==> src/rtl/assert_macros.svh <==
// assertion macros for the rtl files, included by the top level
`ifndef ASSERT_MACROS_SVH
`define ASSERT_MACROS_SVH

// checked on every clock edge outside reset
`define SFP_ASSERT(label, prop, msg) \
   label: assert property (@(posedge clock) disable iff (reset) (prop)) else $error(msg);

// checked on every clock edge, reset included
`define SFP_ASSERT_ALWAYS(label, prop, msg) \
   label: assert property (@(posedge clock) (prop)) else $error(msg);

`endif

==> src/rtl/sfp_pkg.sv <==
// types and constants for the sensor frame parser
`default_nettype none

package sfp_pkg;

   localparam logic [7:0] START_BYTE_A = 8'h42;
   localparam logic [7:0] START_BYTE_B = 8'h4D;
   localparam logic [5:0] LEN_SHORT    = 6'd20;
   localparam logic [5:0] LEN_MID      = 6'd28;
   localparam logic [5:0] LEN_LONG     = 6'd36;
   localparam logic [5:0] POS_HUNT     = 6'd0;
   localparam logic [5:0] POS_START_B  = 6'd1;
   localparam logic [5:0] POS_LEN_HI   = 6'd2;
   localparam logic [5:0] POS_LEN_LO   = 6'd3;
   localparam logic [5:0] POS_PAYLOAD  = 6'd4;

   typedef enum logic [0:0] {
      OP_DATA    = 1'b0,
      OP_RESTART = 1'b1
   } sfp_op_type;

   typedef enum logic [2:0] {
      EV_NONE     = 3'd0,
      EV_PAYLOAD  = 3'd1,
      EV_GOOD     = 3'd2,
      EV_MISMATCH = 3'd3,
      EV_REJECT   = 3'd4
   } sfp_event_type;

   typedef struct packed {
      sfp_event_type event_res;
      logic [7:0]    payload_byte;
      logic [5:0]    payload_pos;
      logic [5:0]    frame_length;
   } sfp_result_type;

endpackage

`default_nettype wire

==> src/rtl/sensor_frame_parser.sv <==
// top level of the byte-serial sensor frame parser
//
//  channel | dir | tdata (low bit up)                       | tuser
//  req_    | in  | rx_byte[7:0]                             | op[0]
//  rsp_    | out | payload_byte, payload_pos, frame_length  | event_res[2:0]
//
// one byte per cycle while req_tready is high: each accepted transfer is
// decoded in the same cycle against the frame state and lands in the result
// register on the next edge; one result transfer for every request transfer
// req_tready stays high while the result register is empty or being drained,
// so a stalled rsp_ side holds one result and backs up the req_ side
// synchronous reset clears the frame state and the result valid flag
`default_nettype none

module sensor_frame_parser (
   input  wire logic        clock,
   input  wire logic        reset,
   input  wire logic        req_tvalid,
   output logic             req_tready,
   input  wire logic [7:0]  req_tdata,  // [7:0] rx_byte
   input  wire logic        req_tuser,  // [0] op
   output logic             rsp_tvalid,
   input  wire logic        rsp_tready,
   output logic [23:0]      rsp_tdata,  // [7:0] payload_byte, [13:8] payload_pos,
                                        // [19:14] frame_length, [23:20] zero
   output logic [2:0]       rsp_tuser   // [2:0] event_res
);

`include "assert_macros.svh"

   logic                   req_accept;
   sfp_pkg::sfp_result_type core_result;
   sfp_pkg::sfp_result_type result_ff;
   logic                   rsp_valid_ff, rsp_valid_in;

   // result kinds and field checks seen by the assertions
   logic                   rsp_frame_end;
   logic                   rsp_payload;
   logic                   rsp_other;
   logic                   end_len_legal;
   logic                   pos_in_range;
   logic                   payload_clear;

   // the result register frees up in the same cycle it is drained
   assign req_tready = !rsp_valid_ff || rsp_tready;
   assign req_accept = req_tvalid && req_tready;

   sfp_core u_core (
      .clock   (clock),
      .reset   (reset),
      .advance (req_accept),
      .op      (req_tuser),
      .rx_byte (req_tdata),
      .result  (core_result)
   );

   always_comb begin
      rsp_valid_in = rsp_valid_ff;
      if (req_accept) begin
         rsp_valid_in = 1'b1;
      end else if (rsp_tready) begin
         rsp_valid_in = 1'b0;
      end
   end

   always_ff @(posedge clock) begin
      if (reset) begin
         rsp_valid_ff <= 1'b0;
      end else begin
         rsp_valid_ff <= rsp_valid_in;
      end
   end

   // payload register, loaded on every accepted transfer
   always_ff @(posedge clock) begin
      if (req_accept) begin
         result_ff <= core_result;
      end
   end

   assign rsp_tvalid = rsp_valid_ff;
   assign rsp_tuser  = result_ff.event_res;
   assign rsp_tdata  = {4'd0, result_ff.frame_length, result_ff.payload_pos,
                        result_ff.payload_byte};

   assign rsp_frame_end = rsp_tvalid && (rsp_tuser == sfp_pkg::EV_GOOD ||
                                         rsp_tuser == sfp_pkg::EV_MISMATCH);
   assign rsp_payload   = rsp_tvalid && (rsp_tuser == sfp_pkg::EV_PAYLOAD);
   assign rsp_other     = rsp_tvalid && (rsp_tuser != sfp_pkg::EV_PAYLOAD);
   assign end_len_legal = (result_ff.frame_length == sfp_pkg::LEN_SHORT) ||
                          (result_ff.frame_length == sfp_pkg::LEN_MID) ||
                          (result_ff.frame_length == sfp_pkg::LEN_LONG);
   assign pos_in_range  = (result_ff.payload_pos <= 6'd33);
   assign payload_clear = (result_ff.payload_byte == 8'd0) &&
                          (result_ff.payload_pos == 6'd0);

   `SFP_ASSERT_ALWAYS(a_no_valid_after_reset, $past(reset) |-> !rsp_tvalid, "valid after reset")
   `SFP_ASSERT(a_accept_gives_result, req_accept |=> rsp_tvalid, "accepted byte gave no result")
   `SFP_ASSERT(a_end_length_legal, rsp_frame_end |-> end_len_legal, "frame end with bad length")
   `SFP_ASSERT(a_payload_pos_range, rsp_payload |-> pos_in_range, "payload position too large")
   `SFP_ASSERT(a_idle_fields_zero, rsp_other |-> payload_clear, "stray payload fields")

endmodule

`default_nettype wire

==> src/rtl/sfp_core.sv <==
// frame state tracking and per-byte result decode
`default_nettype none

module sfp_core (
   input  wire logic               clock,
   input  wire logic               reset,
   input  wire logic               advance,
   input  wire logic               op,
   input  wire logic [7:0]         rx_byte,
   output sfp_pkg::sfp_result_type result
);

   logic [5:0]  byte_position_ff, byte_position_in;
   logic [5:0]  length_field_ff, length_field_in;
   logic [15:0] running_sum_ff, running_sum_in;
   logic [7:0]  received_sum_high_ff, received_sum_high_in;
   logic [7:0]  length_high_byte_ff, length_high_byte_in;

   logic [6:0]  pos_ext;
   logic [6:0]  sum_hi_pos;
   logic [6:0]  sum_lo_pos;
   logic [15:0] sum_plus;
   logic        length_ok;

   assign pos_ext    = {1'b0, byte_position_ff};
   assign sum_hi_pos = {1'b0, length_field_ff} + 7'd2;
   assign sum_lo_pos = {1'b0, length_field_ff} + 7'd3;
   assign sum_plus   = running_sum_ff + {8'd0, rx_byte};
   assign length_ok  = (length_high_byte_ff == 8'd0) &&
                       ((rx_byte == {2'b00, sfp_pkg::LEN_SHORT}) ||
                        (rx_byte == {2'b00, sfp_pkg::LEN_MID}) ||
                        (rx_byte == {2'b00, sfp_pkg::LEN_LONG}));

   always_comb begin
      byte_position_in     = byte_position_ff;
      length_field_in      = length_field_ff;
      running_sum_in       = running_sum_ff;
      received_sum_high_in = received_sum_high_ff;
      length_high_byte_in  = length_high_byte_ff;
      result               = '{sfp_pkg::EV_NONE, 8'd0, 6'd0, 6'd0};

      if (op == sfp_pkg::OP_RESTART) begin
         byte_position_in     = sfp_pkg::POS_HUNT;
         length_field_in      = 6'd0;
         running_sum_in       = 16'd0;
         received_sum_high_in = 8'd0;
         length_high_byte_in  = 8'd0;
      end else if (byte_position_ff == sfp_pkg::POS_HUNT) begin
         if (rx_byte == sfp_pkg::START_BYTE_A) begin
            running_sum_in   = {8'd0, rx_byte};
            byte_position_in = sfp_pkg::POS_START_B;
         end
      end else if (byte_position_ff == sfp_pkg::POS_START_B) begin
         if (rx_byte != sfp_pkg::START_BYTE_B) begin
            byte_position_in = sfp_pkg::POS_HUNT;
            result.event_res = sfp_pkg::EV_REJECT;
         end else begin
            running_sum_in   = sum_plus;
            byte_position_in = sfp_pkg::POS_LEN_HI;
         end
      end else if (byte_position_ff == sfp_pkg::POS_LEN_HI) begin
         running_sum_in      = sum_plus;
         length_high_byte_in = rx_byte;
         byte_position_in    = sfp_pkg::POS_LEN_LO;
      end else if (byte_position_ff == sfp_pkg::POS_LEN_LO) begin
         if (!length_ok) begin
            byte_position_in = sfp_pkg::POS_HUNT;
            result.event_res = sfp_pkg::EV_REJECT;
         end else begin
            length_field_in  = rx_byte[5:0];
            running_sum_in   = sum_plus;
            byte_position_in = sfp_pkg::POS_PAYLOAD;
         end
      end else if (pos_ext == sum_hi_pos) begin
         received_sum_high_in = rx_byte;
         byte_position_in     = byte_position_ff + 6'd1;
      end else if (pos_ext == sum_lo_pos) begin
         result.event_res    = ({received_sum_high_ff, rx_byte} == running_sum_ff) ?
                               sfp_pkg::EV_GOOD : sfp_pkg::EV_MISMATCH;
         result.frame_length = length_field_ff;
         byte_position_in    = sfp_pkg::POS_HUNT;
      end else begin
         running_sum_in      = sum_plus;
         result.event_res    = sfp_pkg::EV_PAYLOAD;
         result.payload_byte = rx_byte;
         result.payload_pos  = byte_position_ff - sfp_pkg::POS_PAYLOAD;
         byte_position_in    = byte_position_ff + 6'd1;
      end
   end

   always_ff @(posedge clock) begin
      if (reset) begin
         byte_position_ff     <= sfp_pkg::POS_HUNT;
         length_field_ff      <= 6'd0;
         running_sum_ff       <= 16'd0;
         received_sum_high_ff <= 8'd0;
         length_high_byte_ff  <= 8'd0;
      end else if (advance) begin
         byte_position_ff     <= byte_position_in;
         length_field_ff      <= length_field_in;
         running_sum_ff       <= running_sum_in;
         received_sum_high_ff <= received_sum_high_in;
         length_high_byte_ff  <= length_high_byte_in;
      end
   end

endmodule

`default_nettype wire

==> config.mk <==
export PLATFORM = sky130hd
export DESIGN_NAME = sensor_frame_parser
export DESIGN_NICKNAME = d
export VERILOG_FILES = /design/src/rtl/sfp_pkg.sv /design/src/rtl/sensor_frame_parser.sv /design/src/rtl/sfp_core.sv
export VERILOG_INCLUDE_DIRS = /design/src /design/src/rtl
export SDC_FILE = /design/constraint.sdc
export NUM_CORES = 1
export LEC_CHECK = 0
export ABC_CLOCK_PERIOD_IN_PS = 7550
export BUFFER_PORTS_ARGS = -buffer_cell sky130_fd_sc_hd__clkbuf_2
export CAP_MARGIN = 20
export CORE_MARGIN = 5
export CORE_UTILIZATION = 64
export CTS_CLUSTER_SIZE = 40
export DETAILED_ROUTE_END_ITERATION = 16
export HOLD_SLACK_MARGIN = 0.03
export PLACE_DENSITY = 0.86
export SYNTH_ARGS = -nofsm -noshare
export SYNTH_HDL_FRONTEND = slang
export SYNTH_SLANG_ARGS = --single-unit
==> constraint.sdc <==
create_clock -name clock -period 7.55 [get_ports clock]
set_clock_uncertainty 0.05 [all_clocks]
set_input_delay 0 -clock clock [delete_from_list [all_inputs] [get_ports clock]]
set_output_delay 0 -clock clock [all_outputs]
set_load 0.03 [all_outputs]
After elaboration in Yosys (flattened, before gate mapping)
Index checks and enable logic that the tools add are counted.
Operators by class
  add/subtract/negate cells: 5
  multipliers: 0
  divide/modulo/power cells: 0
  order comparisons: 0
  equality and inequality tests: 20
  shift-type cells: 0
  multiplexer cells: 49
  bitwise operators: 1
  reduce and logical (&&, ||, !) cells: 21
Operators with widths (count)
  $mux 16: 10
  $mux 6: 15
  $mux 8: 10
  $mux 23: 2
  $mux 20: 1
  $mux 3: 6
  $ne 6x2->1 const B: 3
  $reduce_and 6->1: 3
  $add 16x8->16: 1
  $eq 16x16->1: 1
  $eq 8x5->1 const B: 2
  $add 6x2->7 const B: 2
  $eq 6x7->1: 2
  $mux 14: 1
  $reduce_or 7->1: 2
  $eq 6x2->1 const B: 2
  $reduce_bool 2->1: 5
  $eq 8x6->1 const B: 1
  $eq 8x7->1 const B: 1
  $logic_not 8->1: 1
  $ne 2x2->1 const B: 4
  $ne 8x7->1 const B: 1
  $add 6x1->6 const B: 1
  $eq 6x1->1 const B: 1
  13 further kinds: 18
Word-level totals
  register bits after elaboration: 68
  latch bits: 0
  bits in writable memories: 0
  memory bits (read-only): 0
  bits of input ports: 13
  output and inout port bits: 29
  logic and storage cells: 106
  memories: 0

Logic depth before layout (Yosys ltp)
  depth in word-level cells: 10
  mapped depth: 11
  mapped depth without buffers: 10

Cells and area by module
Synthesis repeated with hierarchy kept, for this count alone.
Second synthesis, totals
  cell total of the unflattened synthesis: 425
  area total of the unflattened synthesis: 3991.3 um^2
Modules (own cells, without submodules)
  sfp_core: times used 1, cells each 392, area an instance 3211.8 um^2
  sensor_frame_parser: times used 1, cells each 33, area an instance 779.5 um^2

Least setup slack after synthesis
OpenSTA, ideal clock, no wires.
  path kind: reg2reg
  from: register u_core.byte_position_ff[2]
  to: register u_core.running_sum_ff[15]
  data arrival time: 2.416 ns
  slack: 4.961 ns
  cell stages (with the launch flop): 11
  buffers on the path: 2
  cells stage by stage: dfxtp_1 buf_2 inv_1 ha_1 nor3b_2 and2_1 a21oi_2 o311ai_2 clkbuf_1 nor4_1 mux2_1
On the way
  longest elaborated chain between the ends: 6
  elaborated cells on any way between the ends: 17
  those cells by class: eq/ne: 10; mux: 5; reduce/logical: 2
Ends and longest elaborated chain
  start, declared: line sfp_core.sv:13  | logic [5:0] byte_position_ff, byte_position_in;
  start signal, assigned: line sfp_core.sv:93  | byte_position_ff <= sfp_pkg::POS_HUNT;
  start signal, assigned: line sfp_core.sv:99  | byte_position_ff <= byte_position_in;
  $eq 6x2->1: line sfp_core.sv:65  | end else if (byte_position_ff == sfp_pkg::POS_LEN_LO) begin
  $mux 16: line sfp_core.sv:65
  $mux 16: line sfp_core.sv:61  | end else if (byte_position_ff == sfp_pkg::POS_LEN_HI) begin
  $mux 16: line sfp_core.sv:53  | end else if (byte_position_ff == sfp_pkg::POS_START_B) begin
  $mux 16: line sfp_core.sv:48  | end else if (byte_position_ff == sfp_pkg::POS_HUNT) begin
  $mux 16: line sfp_core.sv:42  | if (op == sfp_pkg::OP_RESTART) begin
  end signal, assigned: line sfp_core.sv:101  | running_sum_ff <= running_sum_in;
  end, declared: line sfp_core.sv:15  | logic [15:0] running_sum_ff, running_sum_in;
Several ways; a longest one is shown, not always the timed one.
A chain may end at the register's enable or synchronous reset.

Final worst setup path
Ends and elaborated chain as after synthesis.

==> results.txt <==
----------------------------------------------------
[Critical path]
  Startpoint type of the worst setup path ... register
  Crit-path slowest cell ... dfxtp_1
  Worst Path Arrival ... 3.37 ns
  Worst-path cell chain ... inv_1 -> ha_1 -> nor3b_2 -> and2_1 -> a21oi_2 -> o311ai_2 -> buf_4 -> nor2_1 -> nor3_1 -> mux2_1
  Largest fanout on the critical path ... 23
  Required time at the endpoint of the critical path ... 7.73 ns
  Largest stage delay on the critical path ... 0.58 ns
  Critical Setup Path Class ... reg -> reg
  Critical Path Sink Type ... register

[Synth]
  Sequential cell area fraction in the yosys report ... 39.4%
  Cell types with the largest area share after synthesis ... dfxtp_1 22%, edfxtp_1 17%, mux2i_1 5.7%, ha_1 5.6%, nor2_1 4.3%
  Largest family of logic cells by synthesized area ... simple AND/OR/NAND/NOR gates
  Total standard cell area after synthesis ... 4040 um2
  Share of the synthesized area in compound gates (AO/OA/AOI/OAI) ... 14.3%
  Post-Syn Area per Cell ... 8.99 um2
  Leading cell types by count after synthesis ... 46 x nor2_1, 45 x dfxtp_1, 31 x nand2_1
  Number of unique standard cell types used by synthesis ... 60
  Share of the synthesized area in the top cell type ... 22.3%
  Proportion of synthesized area in mux cells ... 6.63%
  Number of synthesized flops with an enable pin ... 23
  Cells after Synth ... 449
  Share of synthesized registers carrying an async set or reset ... 0%
  Fraction of the mapped netlist area in adder cells ... 6.07%
  Xor and xnor fraction of the mapped netlist area ... 5.39%
  Most area-hungry cell type in the Yosys netlist ... dfxtp_1
  Total of warnings raised by yosys ... 0
  Post-synthesis sequential element count ... 68
  Simple-Gate Fraction of Synth Area ... 23.2%
  Most frequently used flop master after synthesis ... dfxtp_1
  Leading cell type by number of instances after synthesis ... nor2_1

[Hold path]
  Worst min-delay path category ... in -> reg

[Drt]
  Aggregate routed wire length ... 9500 um
  Detailed-router iteration count before antenna repair ... 6
  Remaining antenna violation count after routing ... 0
  Violation count after the first detailed-route iteration ... 222
  Vias after detailed routing ... 3455
  Residual DRC count ... 0
  Average wire length per cell after detail routing ... 16.8 um
  Via density ... 6.10

[Cells and area]
  Count of antenna diodes in the layout ... 0
  Number of standard cells in the final layout excluding fillers ... 566
  Final Core Density ... 71.8%
  Final nets ... 516
  Share of post-route cells with drive strength above 1 ... 13.7%
  Area added between synthesis and finish ... 10.9%

[Timing]
  Slew at the pin closest to its max-slew limit ... 0.945 ns
  Setup TNS ... 0 ns
  Number of failing hold endpoints at the final stage ... 0
  Headroom to the max-slew limit ... 37.0%
  Endpoints failing setup ... 0
  Number of slew-limit violations in the final report ... 0
  Post-layout min period ... 3.18 ns
  Setup repair after global routing missed its margin ... false
  Tightest hold margin ... 0.0813 ns
  Max Clk Rate ... 0.314 GHz
  Final critical-path share of the clock period ... 42.2%

[Clock network]
  Number of buffers inserted to repair setup after CTS ... 0
  Master cell of the clock root buffer ... clkbuf_8
  TritonCTS clock tree ... done
  H-tree Lvls ... 3
  Clock insertion delay at the later pin of the skew report ... 0.35 ns
  TritonCTS Buffers ... 9
  CTS sink count ... 68
  Clock-pin slew reported for the worst setup and hold paths after clock tree synthesis ... 0.08 ns
  Clk buf depth ... 2

[Floorplanning]
  Cell row count ... 29
  Total core area ... 6240 um2
  Floorplan die width ... 89.4 um
  Die Height ... 89.4 um
  IO Count ... 42
  Initial standard-cell utilization of the core ... 64.7%
  Area of the die ... 8000 um2

[Global routing]
  GRT Residual Overflow ... 0
  GRT Resource Usage Total ... 24.6%
  Maximum number of pins on one net before global-route repair ... 42
  Initial antenna violation count ... 0
  Via count of the first global-routing pass ... 3153
  Wire length of the first global-routing pass ... 15200 um

[Placed design]
  Placed cells ... 542
  Number of buffers added on ports ... 37
  Global placement routability congestion ... 0.882
  Post-DP HPWL ... 6750 um

[Power]
  PwrDens ... 175 nW/um2
  Static Leak ... 1.85 nW
  Largest vdd supply drop ... 0.000159 V
  Overall power of the completed layout ... 0.783 mW

[Flow run]
  MaxCap Viol Count ... 0

[Run status]
  Outcome ... finished clean

----------------------------------------------------
flip-flops by register name, summed over array words and instances (netlist names):
register                     flops
rsp_tdata                       20
u_core.running_sum_ff           16
u_core.length_high_byte_ff       8
u_core.received_sum_high_ff      8
u_core.byte_position_ff          6
u_core.length_field_ff           6
rsp_tuser                        3
rsp_tvalid                       1
logic make-up after synthesis:
family | count (synthesis)
buffers and inverters | 42
AND/OR/NAND/NOR | 179
XOR/XNOR | 24
adder cells (fa/ha/maj) | 19
other | 1
multiplexers | 26
flip-flops | 68
AO/OA/AOI/OAI | 90
final timing paths:
check                           cells past startpoint                   endpoint                       start  slack (ns)
worst min register to register                      2   u_core.running_sum_ff[7]    u_core.running_sum_ff[7]        0.43
worst max register to register                     10  u_core.running_sum_ff[15]  u_core.byte_position_ff[2]        4.37
worst min-delay path                                5   u_core.running_sum_ff[1]                req_tdata[1]        0.08
worst max-delay path                               10  u_core.running_sum_ff[15]  u_core.byte_position_ff[2]        4.37
placed cells by master, fill, tap and decap left out, types with 8 or more instances in the layout:
master and count:
nand2_1 31, xor2_1 18, and3_1 12, nand3_1 10
a21oi_1 27, mux2i_1 23, nor2_1 46, and2_1 10
dfxtp_1 45, nor3_1 19, edfxtp_1 23, clkbuf_8 9
nor2b_1 11, inv_1 16, clkbuf_2 37, dlygate4sd3_1 8
o21ai_0 24, ha_1 18
power by group:
group / internal [mW] / switching (mW) / total (mW)
logic: 0.0350 / 0.0725 / 0.108
clock network: 0.123 / 0.156 / 0.279
registers: 0.389 / 0.00657 / 0.396
total: 0.547 / 0.235 / 0.783
per-layer routing:
metal / vias to the layer above / global-route usage (%) / part of all wire [%]
li1: 1677 / - / -
met1: 1637 / 31.9 / 43
met2: 119 / 40.7 / 49
met3: 22 / 5.25 / 5.3
met4: 0 / 8.80 / 2.7
met5: - / 0 / 0
layout make-up:
type | instances | area (um2)
multi-input cells | 342 | 2270
clock buffers | 9 | 124
inverters | 16 | 60.1
flip-flops and latches | 68 | 1590
well taps | 77 | 96.3
fillers | 485 | 1760
clock inverters | 7 | 57.6
repair buffers | 47 | 280
worst max-delay path, delay by kind of cell (launching register included):
family | cells | cell delay, ns
and+or+nand+nor | 4 | 0.94
DFF | 1 | 0.58
AOI/OAI and AO/OA | 2 | 0.56
buffers and inverters | 2 | 0.36
muxes | 1 | 0.33
adders and majority gates | 1 | 0.24
per-stage QoR:
stage,worst slack [ns],instance area (um2)
CTS,4.39,4480
global route,4.17,4480
floorplan,4.96,4050
detailed placement,4.41,4220
global placement,4.52,4220
finish,4.37,4480
timing repair:
item | CTS | global route
hold buffers | 8 | 0
resized for setup | 0 | 0
hold endpoints to repair | 7 | 0
(Power assumes the default switching activity.)
